$ cat src/design/lcmf_pkg.sv
`default_nettype none
package lcmf_pkg;

  typedef enum logic [3:0] {
    ST_IDLE,
    ST_START,
    ST_TEST,
    ST_DIVIDE,
    ST_SEARCH,
    ST_CHECK,
    ST_SCALE,
    ST_SCALE_CHK,
    ST_WRITE,
    ST_NEXT,
    ST_DONE
  } lcmf_state_t;

  // commands from controller to datapath
  typedef struct packed {
    logic load;         // take in a new request
    logic clear;        // clear table, lcm and flags
    logic div_start;    // start a division n / k
    logic div_commit;   // n <= quotient, exponent++
    logic search_reset; // set search index to zero
    logic search_step;  // advance search index
    logic scale_start;  // start multiply lcm by p
    logic scale_commit; // lcm <= product (saturating)
    logic write_entry;  // write prime/exponent entry
    logic set_full;     // set sticky full flag
    logic next_k;       // k <= k + 1, exponent <= 0
    logic take_rest;    // p <= n, e <= 1, n <= 1
    logic out_load;     // load result register
  } lcmf_cmd_t;

  // status from datapath to controller
  typedef struct packed {
    logic div_done;
    logic divisible;    // remainder is zero
    logic k_sq_le_n;    // k*k <= n
    logic n_gt_one;
    logic have_exp;     // exponent of current k nonzero
    logic search_end;   // index reached entries used
    logic hit;          // table entry matches prime
    logic need_scale;   // exponent rise left to apply
    logic table_avail;  // free entry exists
    logic scale_done;
    logic out_busy;     // result register occupied
  } lcmf_sts_t;

endpackage
`default_nettype wire

$ cat src/design/lcmf_if.sv
`default_nettype none
interface lcmf_in_if;
  logic        valid;
  logic        ready;
  logic [15:0] value;
  logic        start_new;
  modport source (output valid, output value, output start_new, input ready);
  modport sink (input valid, input value, input start_new, output ready);
endinterface

interface lcmf_out_if;
  logic        valid;
  logic        ready;
  logic [63:0] lcm_so_far;
  logic        lcm_overflow;
  logic        table_full;
  modport source (output valid, output lcm_so_far, output lcm_overflow,
                  output table_full, input ready);
  modport sink (input valid, input lcm_so_far, input lcm_overflow,
                input table_full, output ready);
endinterface
`default_nettype wire

$ cat src/design/lcmf_ctrl.sv
`default_nettype none
module lcmf_ctrl (
  input  wire logic                clk,
  input  wire logic                rst_n,
  input  wire logic                in_valid,
  output logic                     in_ready,
  input  wire lcmf_pkg::lcmf_sts_t sts,
  output lcmf_pkg::lcmf_cmd_t      cmd
);

  lcmf_pkg::lcmf_state_t state_r, state_nxt;
  logic rest_r, rest_nxt; // handling the leftover prime

  // state register
  always_ff @(posedge clk) begin
    if (!rst_n) begin
      state_r <= lcmf_pkg::ST_IDLE;
      rest_r  <= 1'b0;
    end else begin
      state_r <= state_nxt;
      rest_r  <= rest_nxt;
    end
  end

  // next state
  always_comb begin
    state_nxt = state_r;
    rest_nxt  = rest_r;
    case (state_r)
      lcmf_pkg::ST_IDLE: begin
        if (in_valid) state_nxt = lcmf_pkg::ST_TEST;
        rest_nxt = 1'b0;
      end
      lcmf_pkg::ST_TEST: begin
        if (sts.n_gt_one && sts.k_sq_le_n) state_nxt = lcmf_pkg::ST_DIVIDE;
        else if (sts.n_gt_one) begin
          state_nxt = lcmf_pkg::ST_SEARCH;
          rest_nxt  = 1'b1;
        end else state_nxt = lcmf_pkg::ST_DONE;
      end
      lcmf_pkg::ST_DIVIDE: begin
        if (sts.div_done) begin
          if (sts.divisible) state_nxt = lcmf_pkg::ST_START;
          else if (sts.have_exp) state_nxt = lcmf_pkg::ST_SEARCH;
          else state_nxt = lcmf_pkg::ST_NEXT;
        end
      end
      lcmf_pkg::ST_START: state_nxt = lcmf_pkg::ST_DIVIDE;
      lcmf_pkg::ST_SEARCH: state_nxt = lcmf_pkg::ST_CHECK;
      lcmf_pkg::ST_CHECK: begin
        if (!sts.search_end) begin
          if (sts.hit) state_nxt = lcmf_pkg::ST_SCALE_CHK;
          else state_nxt = lcmf_pkg::ST_CHECK;
        end else if (sts.table_avail) state_nxt = lcmf_pkg::ST_SCALE_CHK;
        else state_nxt = lcmf_pkg::ST_NEXT;
      end
      lcmf_pkg::ST_SCALE_CHK: begin
        if (sts.need_scale) state_nxt = lcmf_pkg::ST_SCALE;
        else state_nxt = lcmf_pkg::ST_WRITE;
      end
      lcmf_pkg::ST_SCALE: begin
        if (sts.scale_done) state_nxt = lcmf_pkg::ST_SCALE_CHK;
      end
      lcmf_pkg::ST_WRITE: state_nxt = lcmf_pkg::ST_NEXT;
      lcmf_pkg::ST_NEXT: begin
        state_nxt = rest_r ? lcmf_pkg::ST_DONE : lcmf_pkg::ST_TEST;
      end
      lcmf_pkg::ST_DONE: begin
        if (!sts.out_busy) state_nxt = lcmf_pkg::ST_IDLE;
      end
      default: state_nxt = lcmf_pkg::ST_IDLE;
    endcase
  end

  // outputs
  always_comb begin
    cmd      = '0;
    in_ready = 1'b0;
    case (state_r)
      lcmf_pkg::ST_IDLE: begin
        in_ready = 1'b1;
        cmd.load = in_valid;
      end
      lcmf_pkg::ST_TEST: begin
        if (sts.n_gt_one && sts.k_sq_le_n) cmd.div_start = 1'b1;
        else if (sts.n_gt_one) begin
          cmd.take_rest    = 1'b1;
          cmd.search_reset = 1'b1;
        end
      end
      lcmf_pkg::ST_DIVIDE: begin
        if (sts.div_done && sts.divisible) cmd.div_commit = 1'b1;
        if (sts.div_done && !sts.divisible && sts.have_exp) cmd.search_reset = 1'b1;
      end
      lcmf_pkg::ST_START: cmd.div_start = 1'b1;
      lcmf_pkg::ST_CHECK: begin
        if (!sts.search_end && !sts.hit) cmd.search_step = 1'b1;
        if (sts.search_end && !sts.table_avail) cmd.set_full = 1'b1;
      end
      lcmf_pkg::ST_SCALE_CHK: cmd.scale_start = sts.need_scale;
      lcmf_pkg::ST_SCALE: cmd.scale_commit = sts.scale_done;
      lcmf_pkg::ST_WRITE: cmd.write_entry = 1'b1;
      lcmf_pkg::ST_NEXT: cmd.next_k = 1'b1;
      lcmf_pkg::ST_DONE: cmd.out_load = !sts.out_busy;
      default: ;
    endcase
  end

endmodule
`default_nettype wire

$ cat src/design/lcmf_datapath.sv
`default_nettype none
module lcmf_datapath #(
  parameter int VALUE_BITS  = 16,
  parameter int TABLE_DEPTH = 32
) (
  input  wire logic                clk,
  input  wire logic                rst_n,
  input  wire logic [15:0]         in_value,
  input  wire logic                in_start_new,
  input  wire lcmf_pkg::lcmf_cmd_t cmd,
  output lcmf_pkg::lcmf_sts_t      sts,
  input  wire logic                out_ready,
  output logic                     out_valid,
  output logic [63:0]              out_lcm_so_far,
  output logic                     out_lcm_overflow,
  output logic                     out_table_full
);

  localparam int VB = VALUE_BITS;
  localparam int IW = $clog2(TABLE_DEPTH);
  localparam int CW = $clog2(TABLE_DEPTH + 1);
  localparam int DCW = $clog2(VB + 1);
  localparam int MCW = 7;

  // memories
  logic [VB-1:0] prime_mem [TABLE_DEPTH];
  logic [4:0]    exp_mem   [TABLE_DEPTH];
  logic [VB-1:0] rd_prime_r;
  logic [4:0]    rd_exp_r;
  logic [CW-1:0] rd_idx;

  logic [31:0]   in_ext;
  logic [VB-1:0] n_r, k_r, p_r;
  logic [5:0]    e_r;
  logic [CW-1:0] used_r, idx_r;
  logic          hit_r;
  logic [4:0]    old_exp_r;
  logic [63:0]   lcm_r;
  logic          ovf_r, full_r;

  // divider: restoring, one bit per cycle
  logic [VB-1:0]  q_r, rem_r;
  logic [DCW-1:0] dcnt_r;
  logic           dbusy_r;
  logic [VB:0]    rem_shift, rem_sub;

  // multiplier: shift-add with overflow detection
  logic [63:0]    acc_r, mcand_r;
  logic [VB-1:0]  mplier_r;
  logic [MCW-1:0] mcnt_r;
  logic           mbusy_r, movf_r, mdone_r;
  logic [64:0]    acc_sum;
  logic           mcand_hi;

  logic [63:0] o_lcm_r;
  logic        o_ovf_r, o_full_r, o_valid_r;
  logic [2*VB-1:0] ksq;

  assign in_ext    = 32'(in_value);
  assign rem_shift = {rem_r, q_r[VB-1]};
  assign rem_sub   = rem_shift - {1'b0, k_r};
  assign ksq       = k_r * k_r;
  assign acc_sum   = {1'b0, acc_r} + {1'b0, mcand_r};
  assign mcand_hi  = mcand_r[63];
  // read ahead so the entry under idx_r is ready when the index moves
  assign rd_idx    = cmd.search_step ? idx_r + CW'(1) : idx_r;

  // status
  always_comb begin
    sts.div_done    = !dbusy_r && dcnt_r == '0;
    sts.divisible   = rem_r == '0;
    sts.k_sq_le_n   = ksq <= {{VB{1'b0}}, n_r};
    sts.n_gt_one    = n_r > {{(VB-1){1'b0}}, 1'b1};
    sts.have_exp    = e_r != '0;
    sts.search_end  = idx_r >= used_r;
    sts.hit         = rd_prime_r == p_r;
    sts.need_scale  = {1'b0, old_exp_r} < e_r[4:0] && !(hit_r == 1'b0 && 1'b0);
    sts.table_avail = used_r < CW'(TABLE_DEPTH);
    sts.scale_done  = mdone_r;
    sts.out_busy    = o_valid_r;
  end

  // table read, registered
  always_ff @(posedge clk) begin
    rd_prime_r <= prime_mem[rd_idx[IW-1:0]];
    rd_exp_r   <= exp_mem[rd_idx[IW-1:0]];
    if (cmd.write_entry) begin
      prime_mem[idx_r[IW-1:0]] <= p_r;
      exp_mem[idx_r[IW-1:0]]   <= old_exp_r;
    end
  end

  // factoring state
  always_ff @(posedge clk) begin
    if (cmd.load) begin
      n_r <= in_ext[VB-1:0];
      k_r <= VB'(2);
      e_r <= '0;
    end
    if (cmd.div_commit) begin
      n_r <= q_r;
      e_r <= e_r + 6'd1;
    end
    if (cmd.take_rest) begin
      p_r <= n_r;
      e_r <= 6'd1;
      n_r <= VB'(1);
    end
    if (cmd.div_start) p_r <= k_r;
    if (cmd.next_k) begin
      k_r <= k_r + VB'(1);
      e_r <= '0;
    end
  end

  // search and exponent tracking
  always_ff @(posedge clk) begin
    if (cmd.search_reset) begin
      idx_r     <= '0;
      hit_r     <= 1'b0;
    end else if (cmd.search_step) begin
      idx_r <= idx_r + CW'(1);
    end
    // on entering scale check, latch the old exponent
    if (cmd.search_reset) old_exp_r <= '0;
    else if (!sts.search_end && sts.hit && !hit_r && !cmd.search_step &&
             !cmd.write_entry && !cmd.scale_start && !cmd.scale_commit) begin
      hit_r     <= 1'b1;
      old_exp_r <= rd_exp_r;
    end
    if (cmd.scale_commit) old_exp_r <= old_exp_r + 5'd1;
  end

  // divider
  always_ff @(posedge clk) begin
    if (!rst_n) begin
      dbusy_r <= 1'b0;
      dcnt_r  <= '0;
    end else if (cmd.div_start) begin
      dbusy_r <= 1'b1;
      dcnt_r  <= DCW'(VB);
      q_r     <= n_r;
      rem_r   <= '0;
    end else if (dbusy_r) begin
      if (rem_sub[VB]) begin
        rem_r <= rem_shift[VB-1:0];
        q_r   <= {q_r[VB-2:0], 1'b0};
      end else begin
        rem_r <= rem_sub[VB-1:0];
        q_r   <= {q_r[VB-2:0], 1'b1};
      end
      dcnt_r <= dcnt_r - DCW'(1);
      if (dcnt_r == DCW'(1)) dbusy_r <= 1'b0;
    end
  end

  // multiplier lcm * p with saturation
  always_ff @(posedge clk) begin
    if (!rst_n) begin
      mbusy_r <= 1'b0;
      mdone_r <= 1'b0;
    end else if (cmd.scale_start) begin
      mbusy_r  <= 1'b1;
      mdone_r  <= 1'b0;
      acc_r    <= '0;
      mcand_r  <= lcm_r;
      mplier_r <= p_r;
      movf_r   <= 1'b0;
      mcnt_r   <= MCW'(VB);
    end else if (mbusy_r) begin
      if (mplier_r[0]) begin
        acc_r <= acc_sum[63:0];
        if (acc_sum[64]) movf_r <= 1'b1;
      end
      mcand_r  <= {mcand_r[62:0], 1'b0};
      mplier_r <= mplier_r >> 1;
      if (mcand_hi && (mplier_r >> 1) != '0) movf_r <= 1'b1;
      mcnt_r <= mcnt_r - MCW'(1);
      if (mcnt_r == MCW'(1)) begin
        mbusy_r <= 1'b0;
        mdone_r <= 1'b1;
      end
    end else begin
      mdone_r <= 1'b0;
    end
  end

  // lcm, table count and sticky flags
  always_ff @(posedge clk) begin
    if (!rst_n) begin
      lcm_r  <= 64'd1;
      used_r <= '0;
      ovf_r  <= 1'b0;
      full_r <= 1'b0;
    end else begin
      if (cmd.load && in_start_new) begin
        lcm_r  <= 64'd1;
        used_r <= '0;
        ovf_r  <= 1'b0;
        full_r <= 1'b0;
      end
      if (cmd.scale_commit) begin
        if (movf_r || ovf_r) begin
          lcm_r <= '1;
          ovf_r <= 1'b1;
        end else lcm_r <= acc_r;
      end
      if (cmd.set_full) full_r <= 1'b1;
      if (cmd.write_entry && !hit_r) used_r <= used_r + CW'(1);
    end
  end

  // result register
  always_ff @(posedge clk) begin
    if (!rst_n) o_valid_r <= 1'b0;
    else if (cmd.out_load) o_valid_r <= 1'b1;
    else if (out_ready) o_valid_r <= 1'b0;
    if (cmd.out_load) begin
      o_lcm_r  <= lcm_r;
      o_ovf_r  <= ovf_r;
      o_full_r <= full_r;
    end
  end

  assign out_valid        = o_valid_r;
  assign out_lcm_so_far   = o_lcm_r;
  assign out_lcm_overflow = o_ovf_r;
  assign out_table_full   = o_full_r;

endmodule
`default_nettype wire

$ cat src/design/lcm_accumulator_by_factorization_core.sv
// running lcm of a stream of unsigned values, by trial-division factoring
// in channel: value and start_new; start_new clears the prime table, the
//   lcm (back to 1) and both sticky flags before the value is taken in
// out channel: lcm_so_far, lcm_overflow, table_full, one request per input
// one value at a time: the input is ready only while no value is being
//   factored; each candidate divisor costs a restoring divide, each
//   table search visits the used entries in turn, each exponent step
//   costs a shift-add multiply of the 64-bit lcm
// latency grows with the number of trial divisors: a large prime
//   needs about sqrt(value) divides
// the lcm saturates at all ones and sets lcm_overflow until start_new
// a prime that finds no free table entry is dropped and sets table_full
// reset (synchronous, active low) clears the lcm to 1, the table count and
//   both flags; no request is pending after reset
// when the receiver stalls the result is held in the output register and
//   the next value is accepted, but its result waits until the held one is taken
`default_nettype none
module lcm_accumulator_by_factorization_core #(
  parameter int VALUE_BITS  = 16,
  parameter int TABLE_DEPTH = 32
) (
  input  wire logic   clk,
  input  wire logic   rst_n,
  lcmf_in_if.sink     in_ch,
  lcmf_out_if.source  out_ch
);

  lcmf_pkg::lcmf_cmd_t cmd;
  lcmf_pkg::lcmf_sts_t sts;

  lcmf_ctrl u_ctrl (
    .clk      (clk),
    .rst_n    (rst_n),
    .in_valid (in_ch.valid),
    .in_ready (in_ch.ready),
    .sts      (sts),
    .cmd      (cmd)
  );

  lcmf_datapath #(
    .VALUE_BITS  (VALUE_BITS),
    .TABLE_DEPTH (TABLE_DEPTH)
  ) u_dp (
    .clk              (clk),
    .rst_n            (rst_n),
    .in_value         (in_ch.value),
    .in_start_new     (in_ch.start_new),
    .cmd              (cmd),
    .sts              (sts),
    .out_ready        (out_ch.ready),
    .out_valid        (out_ch.valid),
    .out_lcm_so_far   (out_ch.lcm_so_far),
    .out_lcm_overflow (out_ch.lcm_overflow),
    .out_table_full   (out_ch.table_full)
  );

endmodule
`default_nettype wire

$ cat src/flat_wrapper.sv
// flat-port wrapper written by rule: the top's interface ports become plain ports
module lcm_accumulator_by_factorization_core_flat 
#(
  parameter int VALUE_BITS  = 16,
  parameter int TABLE_DEPTH = 32
)
  (clk, rst_n, in_ch_valid, in_ch_value, in_ch_start_new, in_ch_ready, out_ch_valid, out_ch_lcm_so_far, out_ch_lcm_overflow, out_ch_table_full, out_ch_ready);
  lcmf_in_if in_ch_i ();
  lcmf_out_if out_ch_i ();
  input  wire logic clk;
  input  wire logic rst_n;
  input wire logic [$bits(in_ch_i.valid)-1:0] in_ch_valid;
  input wire logic [$bits(in_ch_i.value)-1:0] in_ch_value;
  input wire logic [$bits(in_ch_i.start_new)-1:0] in_ch_start_new;
  output wire logic [$bits(in_ch_i.ready)-1:0] in_ch_ready;
  output wire logic [$bits(out_ch_i.valid)-1:0] out_ch_valid;
  output wire logic [$bits(out_ch_i.lcm_so_far)-1:0] out_ch_lcm_so_far;
  output wire logic [$bits(out_ch_i.lcm_overflow)-1:0] out_ch_lcm_overflow;
  output wire logic [$bits(out_ch_i.table_full)-1:0] out_ch_table_full;
  input wire logic [$bits(out_ch_i.ready)-1:0] out_ch_ready;
  assign in_ch_i.valid = in_ch_valid;
  assign in_ch_i.value = in_ch_value;
  assign in_ch_i.start_new = in_ch_start_new;
  assign in_ch_ready = in_ch_i.ready;
  assign out_ch_valid = out_ch_i.valid;
  assign out_ch_lcm_so_far = out_ch_i.lcm_so_far;
  assign out_ch_lcm_overflow = out_ch_i.lcm_overflow;
  assign out_ch_table_full = out_ch_i.table_full;
  assign out_ch_i.ready = out_ch_ready;
  lcm_accumulator_by_factorization_core #(.VALUE_BITS(VALUE_BITS), .TABLE_DEPTH(TABLE_DEPTH)) u_core (.clk(clk), .rst_n(rst_n), .in_ch(in_ch_i), .out_ch(out_ch_i));
endmodule
$ cat config.mk
export PLATFORM = sky130hd
export DESIGN_NAME = lcm_accumulator_by_factorization_core_flat
export DESIGN_NICKNAME = d
export VERILOG_FILES = /design/src/design/lcmf_pkg.sv /design/src/design/lcmf_if.sv /design/src/design/lcmf_ctrl.sv /design/src/design/lcmf_datapath.sv /design/src/design/lcm_accumulator_by_factorization_core.sv /design/src/flat_wrapper.sv
export SDC_FILE = /design/constraint.sdc
export NUM_CORES = 2
export LEC_CHECK = 0
export BUFFER_PORTS_ARGS = -buffer_cell sky130_fd_sc_hd__buf_2
export CAP_MARGIN = 20
export CORE_ASPECT_RATIO = 2
export CORE_MARGIN = 2
export CORE_UTILIZATION = 55
export CTS_CLUSTER_SIZE = 10
export DETAILED_ROUTE_END_ITERATION = 12
export GPL_ROUTABILITY_DRIVEN = 0
export GPL_TIMING_DRIVEN = 0
export HOLD_SLACK_MARGIN = 0.02
export PLACE_DENSITY = 0.73
export SYNTH_ARGS = -nofsm -noshare
export SYNTH_HDL_FRONTEND = slang
export SYNTH_HIERARCHICAL = 1
export SYNTH_SLANG_ARGS = --single-unit
$ cat constraint.sdc
create_clock -name clk -period 9.55 [get_ports clk]
set_clock_uncertainty 0.15 [all_clocks]
set_input_delay 1.91 -clock clk [delete_from_list [all_inputs] [get_ports clk]]
set_output_delay 1.91 -clock clk [all_outputs]
set_load 0.03 [all_outputs]
* Word level (Yosys, flattened, before mapping)
Memory sizes are Yosys's and may differ from the RTL's. A register that Yosys moved wholly into a read port is not among the register bits. Cells that the tools add are included.
Storage, ports and cells: register bits after elaboration 402, output and inout port bits 68, logic and storage cells 217, memory bits (writable) 672, input port bits 21, memories 2
Memory list:
- u_core.u_dp.prime_mem | depth 32, width 16, rd ports 1, clocked after memory_dff 1, write ports 1, RTL line lcmf_datapath.sv:26 | logic [VB-1:0] prime_mem [TABLE_DEPTH];
- u_core.u_dp.exp_mem | depth 32, width 5, rd ports 1, clocked after memory_dff 1, write ports 1, RTL line lcmf_datapath.sv:27 | logic [4:0] exp_mem [TABLE_DEPTH];
Cells by class: bitwise operators 2, reductions and logical operators 57, multipliers 1, equality and inequality tests 19, add/sub/neg operators 9, magnitude comparators 5, mux-type cells 91
Operators by type and width (count):
- $mux W64 | 7
- $mux W16 | 12
- $add A64 B64 Y65 | 1
- $mux W4 | 12
- $mux W1 | 44
- $pmux W4 S11 | 1
- $le A32 B16 Y1 | 1
- $mul A16 B16 Y32 | 1
- $mux W5 | 6
- $mux W6 | 4
- $reduce_bool A2 Y1 | 11
- $add A6 B1 Y6 const B | 3
- $sub A17 B16 Y17 | 1
- $add A16 B1 Y16 const B | 1
- $eq A16 B16 Y1 | 1
- $eq A4 B3 Y1 const B | 4
- $gt A16 B1 Y1 const B | 1
- $logic_and A1 B1 Y1 | 16
- $logic_not A16 Y1 | 1
- $reduce_bool A16 Y1 | 1
- $eq A4 B4 Y1 const B | 3
- $ne A2 B2 Y1 const B | 6
- $reduce_bool A3 Y1 | 4
- $logic_not A1 Y1 | 11
- other kinds (23) | 31

* Logic depth before layout (Yosys ltp)
word-level depth 13, gate-level depth with buffers 41, gate-level depth less buffers 37

* Modules after synthesis
The synthesis kept the hierarchy.
By module, submodules not included:
- lcmf_datapath | cells an instance 3864, instances 1, area each 54548.6 um2, seq. area each 31420.1 um2
- lcmf_ctrl | cells an instance 93, instances 1, area each 634.4 um2, seq. area each 100.1 um2

* Worst setup path after synthesis
OpenSTA, ideal clock, no wires.
path type register -> register, start point register u_core.u_dp.k_r[1], end point register u_core.u_dp.q_r[0] (enable), cell stages (with the launch flop) 36, period minus slack after synthesis 9042 ps, arrival time 8500 ps, slack 508 ps, setup time 392 ps, required time 9008 ps, path buffers 2, cells stage by stage edfxtp_1 > clkbuf_1 > inv_2 > nor2_1 > fa_1 > inv_1 > fa_1 > inv_1 > fa_1 > inv_1 > fa_1 > inv_1 > fa_1 > inv_1 > fa_1 > inv_1 > ha_1 > or3_4 > o32ai_2 > o21bai_1 > xor2_1 > ha_1 > a21o_1 > a21o_1 > a211oi_1 > a21oi_1 > a31oi_1 > and4_1 > o2111ai_1 > nor4_2 > nand3_1 > nor2_1 > a21oi_1 > nor3_1 > buf_1 > o21a_1
RTL lines:
- from (decl) | RTL line lcmf_datapath.sv:33 | logic [VB-1:0] n_r, k_r, p_r;
- from (signal assigned) | RTL line lcmf_datapath.sv:111 | k_r <= k_r + VB'(1);
- to (signal assigned) | RTL line lcmf_datapath.sv:142 | q_r <= n_r;
- to (signal assigned) | RTL line lcmf_datapath.sv:147 | q_r <= {q_r[VB-2:0], 1'b0};
- to (signal assigned) | RTL line lcmf_datapath.sv:150 | q_r <= {q_r[VB-2:0], 1'b1};
- to (decl) | RTL line lcmf_datapath.sv:42 | logic [VB-1:0] q_r, rem_r;

==> impl_results.md <==
- Status: finished clean
- Setup TNS: 0 ns
- Slew at the pin with the worst max-slew slack: 1.18 ns
- Setup Viol. Count Final: 0
- Syn_area_per_cell: ~14 sq um
- Average wire per standard cell: between 20 and 30 microns
- WL final: around 150000 microns
- Crit. End Element: register
- Drc violations: 0
- CP max-delay cell: fa_1
- Layout cells sized above 1: a little under a fifth
- TritonCTS Sinks: between 1000 and 1500
- Avg Vias per Cell: about 6
- Syn Nets: between 4000 and 5000
- FMAX: about 110 MHz
- Tcrit/Tclk final: 97.4%
- # H-tree levels: 3
- Die Y-Extent: 452 microns
- Cts bufs inserted: 120
- Max Cap Viol: 0
- Max Slew Vio Count: 0
- Synthesized cell area: 55200 sq um
- Max incr delay on CP: between 0.5 and 0.6 ns
- R2r worst-path depth: 40
- Ys Warns: 6
- Nets: 4633
- TritonCTS clock tree: done
- FILL cells: ~7300
- Area Growth Syn to Fin: 12.8%
- First-iteration detailed-routing DRC count: between 2000 and 3000
- Mapped Cells: about 4000
- Diode count: 0
- First-pass GRT wire length: around 220000 microns
- Clk pin slew, worst setup/hold paths: 0.06 ns
- Dpl hpwl: 106000 microns
- Arr. time, crit path: 9.57 ns
- Via count: between 30000 and 40000
- Hold Crit Class: register to register
- Num rows: approximately 160
- Gr ovfl total: 0
- Fin crit period: a little over 9 ns
- Placeable Area: 99700 sq um
- CP required: 9.81 ns
- Crit-path max FO: 15
- Die X: about 230 microns
- Slew HR: a little over a fifth
- Total GRT Usage: approximately 29%
- Largest net degree at the start of global routing: 60
- Vias in the first global route: approximately 37000
- Starting Density: a little under three fifths
- Ports: 89
- CP Class: register to register
- Die Area: 103000 sq um
- Root Driver: clkbuf_16
- Clock Latency Late Sink: 0.73 ns
- Pre-antenna DRT Iters: 6
- Number of buffers on the longest clock path: 3
- Hold Vio Cnt, Final: 0
- Crit start category: register
- Initial antenna violation count: 1
- Post-route ant nets: 0
- Port Buffers: just under 90
- Hold depth: 2
- FF-to-FF setup slack: around 0.24 ns
## metrics by stage
stage	cells	hold WS, ns	instance area [sq um]	util [%]	setup slack, ns
2_1_floorplan	3955	0.259	55200	-	0.508
3_3_place_gp	5371	0.274	57300	57.4	-3.67
3_5_place_dp	5398	0.273	58000	58.2	-1.99
4_1_cts	5625	0.282	61800	62.0	0.0440
5_1_grt	5643	0.303	62200	62.4	-0.0258
6_report	5643	0.289	62200	62.4	0.244
## layer usage
metal | up-vias | wire length [microns] | track usage (%)
met1 | 17600 | 46200 | 28.0
met5 | - | 13 | 0
met4 | 2 | 13300 | 22.8
met2 | 1554 | 83600 | 56.4
met3 | 530 | 8090 | 3.75
li1 | 15200 | - | -
## flip-flops by register name (all words and copies together), names as in the netlist, 7 cells and up
name,cells
u_core/u_dp/prime_mem,512
u_core/u_dp/exp_mem,160
u_core/u_dp/acc_r,64
u_core/u_dp/lcm_r,64
u_core/u_dp/mcand_r,64
u_core/u_dp/out_lcm_so_far,64
u_core/u_dp/k_r,16
u_core/u_dp/mplier_r,16
u_core/u_dp/n_r,16
u_core/u_dp/p_r,16
u_core/u_dp/q_r,16
u_core/u_dp/rd_prime_r,16
u_core/u_dp/rem_r,16
u_core/u_dp/mcnt_r,7
## cell type report
| class | instances | area (sq um) | share of cell area, % |
|---|---|---|---|
| clock inverter | 6 | 93.8 | 0.151 |
| inverter | 308 | 1200 | 1.92 |
| buffer | 177 | 845 | 1.36 |
| clock buffer | 206 | 3370 | 5.41 |
| timing repair buffer | 153 | 1430 | 2.30 |
| tap | 1328 | 1660 | 2.67 |
| sequential | 1095 | 31500 | 50.7 |
| multi-input combinational | 2370 | 22100 | 35.5 |
## critical path, delay by kind of cell, from the launching register on
kind	cells	cell delay [ns]
fa+ha+maj	8	3.64
flops	1	0.45
buf+inv	13	1.54
xor+xnor	1	0.22
compound gates	11	1.72
simple gates	7	1.26
## layout by cell type, fill, tap and decap left out, types with 44 or more instances in the layout
| cell type | instances |
|---|---|
| clkbuf_16 | 122 |
| nor3b_1 | 68 |
| mux2_2 | 118 |
| clkbuf_1 | 181 |
| edfxtp_1 | 959 |
| ha_1 | 213 |
| xnor2_1 | 84 |
| mux4_2 | 210 |
| a21o_1 | 49 |
| a21oi_1 | 211 |
| nor2_1 | 319 |
| buf_2 | 124 |
| o21ai_0 | 87 |
| nand2_1 | 195 |
| xor2_1 | 44 |
| inv_1 | 293 |
| dfxtp_1 | 136 |
| fa_1 | 170 |
| nor3_1 | 45 |
## path summary, 6_finish.rpt
path                                         start                                  end
setup / recovery  u_core/u_dp/k_r[9]$_SDFFCE_PN0P_  u_core/u_dp/rem_r[15]$_SDFFCE_PP0P_
hold / removal      u_core/u_dp/mbusy_r$_SDFF_PN0_     u_core/u_dp/mdone_r$_SDFFE_PP0P_
setup reg to reg  u_core/u_dp/k_r[9]$_SDFFCE_PN0P_  u_core/u_dp/rem_r[15]$_SDFFCE_PP0P_
hold reg to reg     u_core/u_dp/mbusy_r$_SDFF_PN0_     u_core/u_dp/mdone_r$_SDFFE_PP0P_
## timing repair
| action | 4_1_cts | 5_1_grt |
|---|---|---|
| buffers inserted | 18 | 11 |
| setup endpoints to repair | 145 | 130 |
| hold buffers | 0 | 0 |
| cloned | 2 | 0 |
| gates resized for setup | 51 | 49 |
| pin swaps | 6 | 7 |
Power is not shown: default switching activity piles up to over one toggle a cycle in this logic, so the estimate is an artifact.
